$ cat config.mk
export PLATFORM = sky130hd
export DESIGN_NAME = cursor_linked_list_with_free_list
export DESIGN_NICKNAME = d
export VERILOG_FILES = /design/src/hdl/cllfl_pkg.sv /design/src/hdl/cursor_linked_list_with_free_list.sv /design/src/hdl/cllfl_dp.sv /design/src/hdl/cllfl_ctrl.sv
export SDC_FILE = /design/constraint.sdc
export NUM_CORES = 1
export LEC_CHECK = 0
export BUFFER_PORTS_ARGS = -buffer_cell sky130_fd_sc_hd__clkbuf_2
export CORE_UTILIZATION = 45
export DETAILED_ROUTE_END_ITERATION = 7
export GPL_TIMING_DRIVEN = 0
export PLACE_DENSITY_LB_ADDON = 0.3
export SLEW_MARGIN = 20
export SYNTH_ARGS = -nofsm -noshare
export SYNTH_HDL_FRONTEND = slang
export SYNTH_HIERARCHICAL = 1
export SYNTH_SLANG_ARGS = --single-unit
$ cat constraint.sdc
create_clock -name i_clk -period 4.9 [get_ports i_clk]
set_input_delay 0 -clock i_clk [delete_from_list [all_inputs] [get_ports i_clk]]
set_output_delay 0 -clock i_clk [all_outputs]
set_load 0.02 [all_outputs]
$ cat src/hdl/cllfl_pkg.sv
// ----------------------------------------------------------------------------
// cllfl_pkg
// Shared sizes, codes and controller/datapath interface types for the
// cursor linked list with free list.
// ----------------------------------------------------------------------------
package cllfl_pkg;

    localparam int POOL_SIZE   = 16;
    localparam int MAX_RESULTS = 16;
    localparam int LIST_CAP    = (MAX_RESULTS < POOL_SIZE) ? MAX_RESULTS : POOL_SIZE;
    localparam int IDX_W       = $clog2(POOL_SIZE);
    localparam int PTR_W       = $clog2(POOL_SIZE + 1);
    localparam int CNT_W       = $clog2(POOL_SIZE + 1);

    localparam logic [PTR_W-1:0] NULL_PTR = PTR_W'(POOL_SIZE);

    localparam logic [1:0] KIND_INSERT = 2'd0;
    localparam logic [1:0] KIND_DELETE = 2'd1;
    localparam logic [1:0] KIND_LIST   = 2'd2;
    localparam logic [1:0] KIND_UNUSED = 2'd3;

    typedef enum logic [2:0] {
        ST_INSERTED  = 3'd0,
        ST_FULL      = 3'd1,
        ST_DELETED   = 3'd2,
        ST_NOT_FOUND = 3'd3,
        ST_LIST      = 3'd4
    } t_status;

    typedef enum logic [3:0] {
        S_IDLE,
        S_DISPATCH,
        S_FULL,
        S_INS_WR,
        S_DEL_RD,
        S_DEL_CHK,
        S_DEL_FREE,
        S_NOT_FOUND,
        S_LST_RD,
        S_LST_OUT,
        S_EMPTY
    } t_state;

    typedef struct packed {
        logic    load_in;
        logic    rd;
        logic    rd_sel_free;
        logic    ins_commit;
        logic    del_unlink;
        logic    del_free;
        logic    advance;
        logic    emit;
        t_status emit_code;
        logic    emit_item;
        logic    emit_last;
    } t_cmd;

    typedef struct packed {
        logic [1:0] kind;
        logic       free_null;
        logic       cur_null;
        logic       steps_max;
        logic       match;
        logic       next_null;
        logic       count_max;
        logic       out_free;
    } t_sts;

endpackage

$ cat src/hdl/cursor_linked_list_with_free_list.sv
// ----------------------------------------------------------------------------
// cursor_linked_list_with_free_list
// Singly linked byte list in a fixed node pool with a free list.
// ----------------------------------------------------------------------------
//  channel  | dir | tdata        | tuser                     | tlast
//  s (req)  | in  | [7:0] value  | [1:0] kind                | -
//  m (res)  | out | [7:0] item   | [2:0] status, [3] item_vld| last result
//
//  One request at a time. Insert reads the free head, then links it and
//  emits; delete reads and compares each node visited (up to POOL_SIZE),
//  then unlinks and frees the node on a hit; list reads and emits each
//  node. The node stores are read through a register, so each node takes
//  a read state and then a check or output state. Reset clears heads and
//  link valid bits; no clearing pass. A stalled result holds the list
//  walk; the next request is taken while the last result still waits.
// ----------------------------------------------------------------------------
module cursor_linked_list_with_free_list (
    input  logic       i_clk,
    input  logic       i_rst_n,
    input  logic       i_s_tvalid,
    output logic       o_s_tready,
    input  logic [7:0] i_s_tdata,   // [7:0] value
    input  logic [1:0] i_s_tuser,   // [1:0] kind
    output logic       o_m_tvalid,
    input  logic       i_m_tready,
    output logic [7:0] o_m_tdata,   // [7:0] item
    output logic [3:0] o_m_tuser,   // [2:0] status, [3] item_valid
    output logic       o_m_tlast
);

    cllfl_pkg::t_cmd cmd;
    cllfl_pkg::t_sts sts;
    logic [2:0]      out_status;
    logic            out_item_valid;

    cllfl_ctrl u_ctrl (
        .i_clk      (i_clk),
        .i_rst_n    (i_rst_n),
        .i_in_valid (i_s_tvalid),
        .i_in_kind  (i_s_tuser),
        .o_in_ready (o_s_tready),
        .i_sts      (sts),
        .o_cmd      (cmd)
    );

    cllfl_dp u_dp (
        .i_clk            (i_clk),
        .i_rst_n          (i_rst_n),
        .i_cmd            (cmd),
        .o_sts            (sts),
        .i_kind           (i_s_tuser),
        .i_value          (i_s_tdata),
        .i_out_ready      (i_m_tready),
        .o_out_valid      (o_m_tvalid),
        .o_out_status     (out_status),
        .o_out_item       (o_m_tdata),
        .o_out_item_valid (out_item_valid),
        .o_out_last       (o_m_tlast)
    );

    assign o_m_tuser = {out_item_valid, out_status};

endmodule

$ cat src/hdl/cllfl_dp.sv
// ----------------------------------------------------------------------------
// cllfl_dp
// Datapath: node stores, list and free heads, walk cursor and result register.
// ----------------------------------------------------------------------------
module cllfl_dp (
    input  logic              i_clk,
    input  logic              i_rst_n,
    input  cllfl_pkg::t_cmd   i_cmd,
    output cllfl_pkg::t_sts   o_sts,
    input  logic [1:0]        i_kind,
    input  logic [7:0]        i_value,
    input  logic              i_out_ready,
    output logic              o_out_valid,
    output logic [2:0]        o_out_status,
    output logic [7:0]        o_out_item,
    output logic              o_out_item_valid,
    output logic              o_out_last
);

    logic [7:0]                  r_val_mem [cllfl_pkg::POOL_SIZE];
    logic [cllfl_pkg::PTR_W-1:0] r_nxt_mem [cllfl_pkg::POOL_SIZE];
    logic [cllfl_pkg::POOL_SIZE-1:0] r_nxt_vld;

    logic [cllfl_pkg::PTR_W-1:0] r_list_head;
    logic [cllfl_pkg::PTR_W-1:0] r_free_head;
    logic [cllfl_pkg::PTR_W-1:0] r_cur;
    logic [cllfl_pkg::PTR_W-1:0] r_prev;
    logic [cllfl_pkg::CNT_W-1:0] r_steps;
    logic [1:0]                  r_kind;
    logic [7:0]                  r_value;
    logic [7:0]                  r_rd_value;
    logic [cllfl_pkg::PTR_W-1:0] r_rd_next;

    logic                        r_out_valid;
    logic [2:0]                  r_out_status;
    logic [7:0]                  r_out_item;
    logic                        r_out_item_valid;
    logic                        r_out_last;

    logic [cllfl_pkg::IDX_W-1:0] rd_addr;
    logic                        wr_en;
    logic [cllfl_pkg::IDX_W-1:0] wr_addr;
    logic [cllfl_pkg::PTR_W-1:0] wr_data;
    logic                        out_free;

    assign rd_addr  = i_cmd.rd_sel_free ? r_free_head[cllfl_pkg::IDX_W-1:0]
                                        : r_cur[cllfl_pkg::IDX_W-1:0];
    assign out_free = !r_out_valid || i_out_ready;

    always_comb begin
        wr_en   = 1'b0;
        wr_addr = r_cur[cllfl_pkg::IDX_W-1:0];
        wr_data = r_free_head;
        if (i_cmd.ins_commit) begin
            wr_en   = 1'b1;
            wr_addr = r_free_head[cllfl_pkg::IDX_W-1:0];
            wr_data = r_list_head;
        end else if (i_cmd.del_unlink) begin
            wr_en   = (r_prev < cllfl_pkg::NULL_PTR);
            wr_addr = r_prev[cllfl_pkg::IDX_W-1:0];
            wr_data = r_rd_next;
        end else if (i_cmd.del_free) begin
            wr_en   = 1'b1;
            wr_addr = r_cur[cllfl_pkg::IDX_W-1:0];
            wr_data = r_free_head;
        end
    end

    // link store: entries read as their reset chain until first written
    always_ff @(posedge i_clk) begin
        if (wr_en) begin
            r_nxt_mem[wr_addr] <= wr_data;
        end
        if (i_cmd.ins_commit) begin
            r_val_mem[r_free_head[cllfl_pkg::IDX_W-1:0]] <= r_value;
        end
    end

    always_ff @(posedge i_clk) begin
        if (!i_rst_n) begin
            r_nxt_vld <= '0;
        end else if (wr_en) begin
            r_nxt_vld[wr_addr] <= 1'b1;
        end
    end

    always_ff @(posedge i_clk) begin
        if (i_cmd.rd) begin
            r_rd_value <= r_val_mem[rd_addr];
            if (r_nxt_vld[rd_addr]) begin
                r_rd_next <= r_nxt_mem[rd_addr];
            end else if (rd_addr == '0) begin
                r_rd_next <= cllfl_pkg::NULL_PTR;
            end else begin
                r_rd_next <= cllfl_pkg::PTR_W'(rd_addr) - 1'b1;
            end
        end
    end

    always_ff @(posedge i_clk) begin
        if (!i_rst_n) begin
            r_list_head <= cllfl_pkg::NULL_PTR;
            r_free_head <= cllfl_pkg::PTR_W'(cllfl_pkg::POOL_SIZE - 1);
        end else begin
            if (i_cmd.ins_commit) begin
                r_list_head <= r_free_head;
                r_free_head <= r_rd_next;
            end
            if (i_cmd.del_unlink && !(r_prev < cllfl_pkg::NULL_PTR)) begin
                r_list_head <= r_rd_next;
            end
            if (i_cmd.del_free) begin
                r_free_head <= r_cur;
            end
        end
    end

    always_ff @(posedge i_clk) begin
        if (i_cmd.load_in) begin
            r_kind  <= i_kind;
            r_value <= i_value;
            r_cur   <= r_list_head;
            r_prev  <= cllfl_pkg::NULL_PTR;
            r_steps <= '0;
        end else if (i_cmd.advance) begin
            r_prev  <= r_cur;
            r_cur   <= r_rd_next;
            r_steps <= r_steps + 1'b1;
        end
    end

    always_ff @(posedge i_clk) begin
        if (!i_rst_n) begin
            r_out_valid <= 1'b0;
        end else if (i_cmd.emit) begin
            r_out_valid <= 1'b1;
        end else if (i_out_ready) begin
            r_out_valid <= 1'b0;
        end
    end

    always_ff @(posedge i_clk) begin
        if (i_cmd.emit) begin
            r_out_status     <= i_cmd.emit_code;
            r_out_item       <= i_cmd.emit_item ? r_rd_value : 8'd0;
            r_out_item_valid <= i_cmd.emit_item;
            r_out_last       <= i_cmd.emit_last;
        end
    end

    always_comb begin
        o_sts.kind      = r_kind;
        o_sts.free_null = !(r_free_head < cllfl_pkg::NULL_PTR);
        o_sts.cur_null  = !(r_cur < cllfl_pkg::NULL_PTR);
        o_sts.steps_max = (r_steps >= cllfl_pkg::CNT_W'(cllfl_pkg::POOL_SIZE));
        o_sts.match     = (r_rd_value == r_value);
        o_sts.next_null = !(r_rd_next < cllfl_pkg::NULL_PTR);
        o_sts.count_max = (r_steps >= cllfl_pkg::CNT_W'(cllfl_pkg::LIST_CAP - 1));
        o_sts.out_free  = out_free;
    end

    assign o_out_valid      = r_out_valid;
    assign o_out_status     = r_out_status;
    assign o_out_item       = r_out_item;
    assign o_out_item_valid = r_out_item_valid;
    assign o_out_last       = r_out_last;

endmodule

$ cat src/hdl/cllfl_ctrl.sv
// ----------------------------------------------------------------------------
// cllfl_ctrl
// Controller: sequences insert, delete walk and list walk over the datapath.
// ----------------------------------------------------------------------------
module cllfl_ctrl (
    input  logic            i_clk,
    input  logic            i_rst_n,
    input  logic            i_in_valid,
    input  logic [1:0]      i_in_kind,
    output logic            o_in_ready,
    input  cllfl_pkg::t_sts i_sts,
    output cllfl_pkg::t_cmd o_cmd
);

    cllfl_pkg::t_state r_state;
    cllfl_pkg::t_state n_state;

    always_ff @(posedge i_clk) begin
        if (!i_rst_n) begin
            r_state <= cllfl_pkg::S_IDLE;
        end else begin
            r_state <= n_state;
        end
    end

    always_comb begin
        n_state    = r_state;
        o_in_ready = 1'b0;
        o_cmd      = '0;
        case (r_state)
            cllfl_pkg::S_IDLE: begin
                o_in_ready = 1'b1;
                if (i_in_valid) begin
                    o_cmd.load_in = 1'b1;
                    // drop unused kind codes
                    if (i_in_kind == cllfl_pkg::KIND_INSERT ||
                        i_in_kind == cllfl_pkg::KIND_DELETE ||
                        i_in_kind == cllfl_pkg::KIND_LIST) begin
                        n_state = cllfl_pkg::S_DISPATCH;
                    end
                end
            end
            cllfl_pkg::S_DISPATCH: begin
                if (i_sts.kind == cllfl_pkg::KIND_INSERT) begin
                    if (i_sts.free_null) begin
                        n_state = cllfl_pkg::S_FULL;
                    end else begin
                        o_cmd.rd          = 1'b1;
                        o_cmd.rd_sel_free = 1'b1;
                        n_state           = cllfl_pkg::S_INS_WR;
                    end
                end else if (i_sts.kind == cllfl_pkg::KIND_DELETE) begin
                    n_state = cllfl_pkg::S_DEL_RD;
                end else if (i_sts.cur_null) begin
                    n_state = cllfl_pkg::S_EMPTY;
                end else begin
                    n_state = cllfl_pkg::S_LST_RD;
                end
            end
            cllfl_pkg::S_FULL: begin
                if (i_sts.out_free) begin
                    o_cmd.emit      = 1'b1;
                    o_cmd.emit_code = cllfl_pkg::ST_FULL;
                    o_cmd.emit_last = 1'b1;
                    n_state         = cllfl_pkg::S_IDLE;
                end
            end
            cllfl_pkg::S_INS_WR: begin
                if (i_sts.out_free) begin
                    o_cmd.ins_commit = 1'b1;
                    o_cmd.emit       = 1'b1;
                    o_cmd.emit_code  = cllfl_pkg::ST_INSERTED;
                    o_cmd.emit_last  = 1'b1;
                    n_state          = cllfl_pkg::S_IDLE;
                end
            end
            cllfl_pkg::S_DEL_RD: begin
                if (i_sts.cur_null || i_sts.steps_max) begin
                    n_state = cllfl_pkg::S_NOT_FOUND;
                end else begin
                    o_cmd.rd = 1'b1;
                    n_state  = cllfl_pkg::S_DEL_CHK;
                end
            end
            cllfl_pkg::S_DEL_CHK: begin
                if (i_sts.match) begin
                    o_cmd.del_unlink = 1'b1;
                    n_state          = cllfl_pkg::S_DEL_FREE;
                end else begin
                    o_cmd.advance = 1'b1;
                    n_state       = cllfl_pkg::S_DEL_RD;
                end
            end
            cllfl_pkg::S_DEL_FREE: begin
                if (i_sts.out_free) begin
                    o_cmd.del_free  = 1'b1;
                    o_cmd.emit      = 1'b1;
                    o_cmd.emit_code = cllfl_pkg::ST_DELETED;
                    o_cmd.emit_last = 1'b1;
                    n_state         = cllfl_pkg::S_IDLE;
                end
            end
            cllfl_pkg::S_NOT_FOUND: begin
                if (i_sts.out_free) begin
                    o_cmd.emit      = 1'b1;
                    o_cmd.emit_code = cllfl_pkg::ST_NOT_FOUND;
                    o_cmd.emit_last = 1'b1;
                    n_state         = cllfl_pkg::S_IDLE;
                end
            end
            cllfl_pkg::S_LST_RD: begin
                o_cmd.rd = 1'b1;
                n_state  = cllfl_pkg::S_LST_OUT;
            end
            cllfl_pkg::S_LST_OUT: begin
                if (i_sts.out_free) begin
                    o_cmd.emit      = 1'b1;
                    o_cmd.emit_code = cllfl_pkg::ST_LIST;
                    o_cmd.emit_item = 1'b1;
                    o_cmd.emit_last = i_sts.next_null || i_sts.count_max;
                    if (i_sts.next_null || i_sts.count_max) begin
                        n_state = cllfl_pkg::S_IDLE;
                    end else begin
                        o_cmd.advance = 1'b1;
                        n_state       = cllfl_pkg::S_LST_RD;
                    end
                end
            end
            cllfl_pkg::S_EMPTY: begin
                if (i_sts.out_free) begin
                    o_cmd.emit      = 1'b1;
                    o_cmd.emit_code = cllfl_pkg::ST_LIST;
                    o_cmd.emit_last = 1'b1;
                    n_state         = cllfl_pkg::S_IDLE;
                end
            end
            default: begin
                n_state = cllfl_pkg::S_IDLE;
            end
        endcase
    end

endmodule

# Word-level counts from Yosys, hierarchy flattened
# Memories as Yosys holds them, arrays and structs flattened. A register that Yosys moved wholly into a read port is not among the register bits.
# Cells that the tools add are included.
[word_totals] romBits=0 regBits=74 output_inout_bits=15 memories=2 ram_bits=208 latch_bits=0
[classes] add_sub_neg=2 magnitude_cmp=9 n_eq_ne=18 n_mul=0 n_reduce_logical=21 shifts=0 muxes=63 div_mod_pow=0 bitwise_logic=1
[memory_table] name="u_dp.r_val_mem" depth=16 word_bits=8 read_ports=1 rd_clocked_by_memory_dff=1 write_ports=1 line="cllfl_dp.sv:20" text="logic [7:0] r_val_mem [cllfl_pkg::POOL_SIZE];"
[memory_table] name="u_dp.r_nxt_mem" depth=16 word_bits=5 read_ports=1 rd_clocked_by_memory_dff=0 write_ports=1 line="cllfl_dp.sv:21" text="logic [cllfl_pkg::PTR_W-1:0] r_nxt_mem [cllfl_pkg::POOL_SIZE];"
[op_table] cell="4-bit two-way mux" n=15
[op_table] cell="5-bit two-way mux" n=10
[op_table] cell="4-bit case mux with 7 select lines" n=1
[op_table] cell="1-bit two-way mux" n=25
[op_table] cell="4-bit case mux with 6 select lines" n=1
[op_table] cell="5-bit < comparator, second input constant" n=4
[op_table] cell="4-bit by 3-bit equality test with 1-bit output, second input constant" n=4
[op_table] cell="16-bit OR" n=1
[op_table] cell="4-bit equality test, second input constant" n=3
[op_table] cell="4-bit by 5-bit < comparator with 1-bit output, second input constant" n=2
[op_table] cell="2-bit two-way mux" n=5
[op_table] cell="4-bit by 2-bit equality test with 1-bit output, second input constant" n=2
[op_table] cell="8-bit equality test" n=1
[op_table] cell="4-bit logical NOT" n=2
[op_table] cell="2-bit nonzero test" n=4
[op_table] cell="7-bit two-way mux" n=1
[op_table] cell="2-bit by 1-bit != test with 1-bit output, second input constant" n=3
[op_table] cell="5-bit by 1-bit adder with 5-bit output, second input constant" n=1
[op_table] cell="5-bit by 4-bit greater-or-equal comparator with 1-bit output, second input constant" n=1
[op_table] cell="5-bit greater-or-equal comparator, second input constant" n=1
[op_table] cell="1-bit logical OR" n=5
[op_table] cell="5-bit OR reduction" n=1
[op_table] cell="4-bit by 1-bit subtractor with 5-bit output, second input constant" n=1
[op_table] cell="1-bit binary-select mux with 4-bit select" n=1
[op_table] cell="12 further kinds" n=19

# Depth between registers and ports, before layout
[logic_depth] word_depth=10 mapped_depth=13

# Modules after synthesis
# The synthesis kept the hierarchy.
[modules_own_cells] module="cllfl_dp" n_inst=1 cells_each=770 area_each_um2=11651.2 seq_area_each_um2=8217.9
[modules_own_cells] module="cllfl_ctrl" n_inst=1 cells_each=74 area_each_um2=525.5 seq_area_each_um2=80.1
[modules_own_cells] module="cursor_linked_list_with_free_list" n_inst=1 cells_each=1 area_each_um2=7.5 seq_area_each_um2=0.0

# Least setup slack after synthesis
# OpenSTA, ideal clock, no wires.
[synth_timing] path_kind="flip-flop to flip-flop" from="reg u_ctrl.r_state[3]" to="reg u_dp/r_rd_next[2] in the netlist's numbering, data pin" synth_period_minus_slack_ns=3.041 t_required_ns=4.627 path_stages_with_launch=11 t_arrival_ns=2.768 n_path_buf=4 setup_ns=0.273 path_slack_ns=1.859 cell_sequence="dfxtp_1 > buf_6 > or4b_4 > nor4_4 > buf_6 > mux2_2 > buf_2 > buf_2 > mux4_2 > a221oi_2 > a21oi_1"
[synth_rtl] element="start, declared" line="cllfl_ctrl.sv:15" text="cllfl_pkg::t_state r_state;"
[synth_rtl] element="start signal, assigned" line="cllfl_ctrl.sv:20" text="r_state <= cllfl_pkg::S_IDLE;"
[synth_rtl] element="start signal, assigned" line="cllfl_ctrl.sv:22" text="r_state <= n_state;"
[synth_rtl] element="end signal, assigned" line="cllfl_dp.sv:91" text="r_rd_next <= r_nxt_mem[rd_addr];"
[synth_rtl] element="end signal, assigned" line="cllfl_dp.sv:93" text="r_rd_next <= cllfl_pkg::NULL_PTR;"
[synth_rtl] element="end signal, assigned" line="cllfl_dp.sv:95" text="r_rd_next <= cllfl_pkg::PTR_W'(rd_addr) - 1'b1;"
[synth_rtl] element="end, declared" line="cllfl_dp.sv:32" text="logic [cllfl_pkg::PTR_W-1:0] r_rd_next;"

==> flow_summary_export.csv <==
group,metric,value,unit
run_status,run_status,"finished, violations left",
run_status,violations,"design-rule violations",
worst_setup_path,critPathBufInv,4,
worst_setup_path,crit_family,"simple AND/OR/NAND/NOR gates",
drt,avgRoutedWirePerCell,20.6,um
worst_setup_path,end_kind,"flip-flop",
global_routing,grt_max_degree,18,
placed_design,portBuffers,28,
synth,syn_avg_cell_area,14.4,um2
drt,vias_per_cell,5.70,
die,die_area,27700,um2
timing,period_needed,4.16,ns
synth,synth_nets,862,
die,die_x,167,um
placed_design,place_hpwl,17900,um
synth,synth_async_sr_flop_share,0,
drt,drt-pass1-iter-count,7,
layout,areaGrowthSynthToFinish,13.4,%
worst_setup_path,arrival,4.33,ns
die,ioPinCount,29,
timing,setup-violations-final,0,
cts,cts_buffers,29,
worst_setup_path,max_stage_delay,0.93,ns
synth,ys_types,60,
drt,drtAntennaViolNets,0,
die,rows,59,
synth,synth_top_cell_by_area,"edfxtp_1",
power,p_leak,4.66,nW
min_path,min_from,"i_s_tvalid",
drt,drcViolationCount,6,
drt,vias,7267,
timing,hold_viol,0,
layout,finalNetCount,933,
worst_setup_path,start_kind,"flip-flop",
worst_setup_path,crit_type,"flip-flop to flip-flop",
timing,drv_slew,0,
timing,fmax,0.240,GHz
die,core,26300,um2
worst_setup_path,ff2ff_path_depth,7,
timing,slew_headroom,0.257,
cts,ctsRootBufferMaster,"clkbuf_16",
drt,dr.first_iter.drc_count,733,
min_path,hold_depth,5,
min_path,hold_class,"primary input to flip-flop",
synth,synth_cells,845,
cts,cts_resized,0,
synth,yosysTopAreaCellShare,0.614,
timing,fin_tns_setup,0,ns
layout,num-fill-cells,2156,
global_routing,grt_pass1_vias,6953,
worst_setup_path,r2r-end,"u_dp/r_val_mem[12][7]",
timing,rsz0062_at_grt,"no",
worst_setup_path,reg2reg_setup_slack,0.74,ns
global_routing,antenna_found_initial,0,
worst_setup_path,path_depth,7,
timing,fin_crit_sh,0.850,
worst_setup_path,path_max_fanout,10,
cts,clkSinkCount,290,
worst_setup_path,r2r-start,"u_ctrl/r_state[0]",
placed_design,gp_congestion,0.873,
timing,fin_skew,0.0137,ns
job,cap_violations,0,
cts,hold_buffers,12,
cts,post_cts_buffers,0,
synth,synth_seq_cells,290,
power,power.density,548,nW/um2
synth,synth.top_cells.by_count,"edfxtp_1, nand2_1, nor2_1",
cts,cts_tree,"yes",
global_routing,grt_util_all_layers,0.192,
synth,synth_area_leaders,"edfxtp_1, mux4_2, dfxtp_1, nand2_1, mux2i_1",
synth,synth_ff_type,"edfxtp_1",
layout,multi_input_comb_area,3600,um2
layout,finalNonFillerCells,1274,
die,start_util,0.464,
die,die_y,167,um
cts,clkLatencyLatePin,0.55,ns
cts,clock_path_buffers,3,
layout,regArea,8300,um2
layout,layout-drive-gt1-share,0.173,
synth,ys_warn_count,6,
layout,diodes,0,
synth,ys_seq_area_frac,0.681,
placed_design,placed_cells,1208,
min_path,min_delay_worst_endpoint,"u_ctrl/r_state[1]",
worst_setup_path,crit_required,5.06,ns
synth,yosysMostFrequentCell,"edfxtp_1",
drt,wl,26200,um
synth,synth_edf_count,249,
global_routing,grt_overflow,0,
worst_setup_path,critPathSlowestCell,"nor3_1",
power,ir_drop,0.284,mV
global_routing,grt_pass1_wl,40800,um
worst_setup_path,path_common_cell,"clkbuf_1",
synth,synth.cell_area,12200,um2
cts,path_clk_slew,0.06,ns
worst_setup_path,worstPathCellList,"buf_2, inv_1, nor4_1, clkbuf_1, clkbuf_1, nand3_1, nor3_1",
timing,tightestPinTransition,1.11,ns
cts,htreeDepth,1,
[logic make-up (layout without fill, tap and decap cells)]
logic type	Yosys count	in the layout	synth area share
AO/OA/AOI/OAI	106	106	0.0652
buffers and inverters	65	159	0.0259
multiplexers	78	78	0.108
adder cells (fa/ha/maj)	3	3	0.00308
XOR/XNOR	13	13	0.00934
flip-flops	290	290	0.681
AND/OR/NAND/NOR	290	290	0.108
[worst min-delay path: cells and delay by family]
family	cells	cell delay, ns
AOI/OAI and AO/OA	3	0.36
and+or+nand+nor	1	0.13
buffers and inverters	1	0.09
[metal layers]
metal | global-route usage | part of all wire | vias to the layer above
met5 | 0 | 0 | -
li1 | - | - | 3324
met1 | 0.282 | 0.45 | 3573
met2 | 0.297 | 0.45 | 323
met4 | 0.0539 | 0.023 | 0
met3 | 0.0292 | 0.079 | 47
[flip-flops by register name (all words and copies together) (netlist names)]
signal,count
u_dp/o_out_item,8
u_dp/o_out_status,3
u_dp/o_out_item_valid,1
u_dp/r_free_head,5
u_dp/r_cur,5
u_dp/o_out_last,1
u_dp/r_kind,2
u_dp/r_nxt_mem,80
u_dp/r_list_head,5
u_dp/o_out_valid,1
u_dp/r_prev,5
u_dp/r_rd_next,5
u_dp/r_rd_value,8
u_ctrl/r_state,4
u_dp/r_value,8
u_dp/r_steps,5
u_dp/r_val_mem,128
u_dp/r_nxt_vld,16
[cells in the final DEF (no fill, tap or decap), drive strengths merged, types with 4 or more instances in the layout]
master       synthesis  routed
nor2                58      58
buf                 27      27
mux2i               27      27
and3                12      12
edfxtp             249     249
nor3                 9       9
inv                 10      11
nand3b               4       4
dlygate4sd3          0      12
a21o                 4       4
a21oi               10      10
nand4                4       4
clkbuf              28      99
o21ai               23      23
mux4                39      39
o21a                20      20
mux2                12      12
xor2                 4       4
and2                11      11
a31oi                8       8
nand2b              12      12
nor2b                5       5
nand3               26      26
dfxtp               41      41
clkinv               0       7
a311oi              19      19
nand2              138     138
xnor2                9       9
[through the flow]
step | setup slack, ns | instance area, um2 | util | hold WS, ns | power [mW]
after global routing | 0.414 | 13800 | 0.526 | 0.107 | 7.91
after floorplan | 1.86 | 12200 | - | 0.0989 | 4.77
after global placement | 0.800 | 12700 | 0.485 | 0.179 | 5.44
after CTS | 0.829 | 13800 | 0.525 | 0.0520 | 7.60
after detailed placement | 0.865 | 12800 | 0.485 | 0.179 | 5.48
final | 0.735 | 13800 | 0.526 | 0.0757 | 7.57
[power breakdown]
| group | total (mW) | leakage [nW] | internal, mW | switching (mW) |
|---|---|---|---|---|
| registers | 3.24 | 2.58 | 3.04 | 0.204 |
| logic | 2.21 | 1.62 | 0.838 | 1.37 |
| clock network | 2.12 | 0.451 | 1.23 | 0.891 |
[final cells by class]
cell class              instances  share of cell area
plain buffers                  55              0.0201
clock buffers                  43              0.0599
clock inverters                11             0.00706
inverters                      10             0.00272
multi-input cells             490               0.261
flip-flops and latches        290               0.601
well taps                     335              0.0303
repair buffers                 40              0.0188
[how the worst max path moves through the flow]
stage	from	to	slack [ns]
floorplan	u_ctrl/r_state[3]	u_dp/r_rd_next[2]	1.86
global placement	u_ctrl/r_state[0]	u_dp/r_val_mem[4][2]	0.80
detailed placement	u_ctrl/r_state[0]	u_dp/r_val_mem[12][6]	0.86
CTS	u_ctrl/r_state[0]	u_dp/r_val_mem[12][7]	0.83
global route	u_ctrl/r_state[0]	u_dp/r_nxt_mem[8][4]	0.41
finish	u_ctrl/r_state[0]	u_dp/r_val_mem[12][7]	0.74
Power figures use the tool's default switching activity.
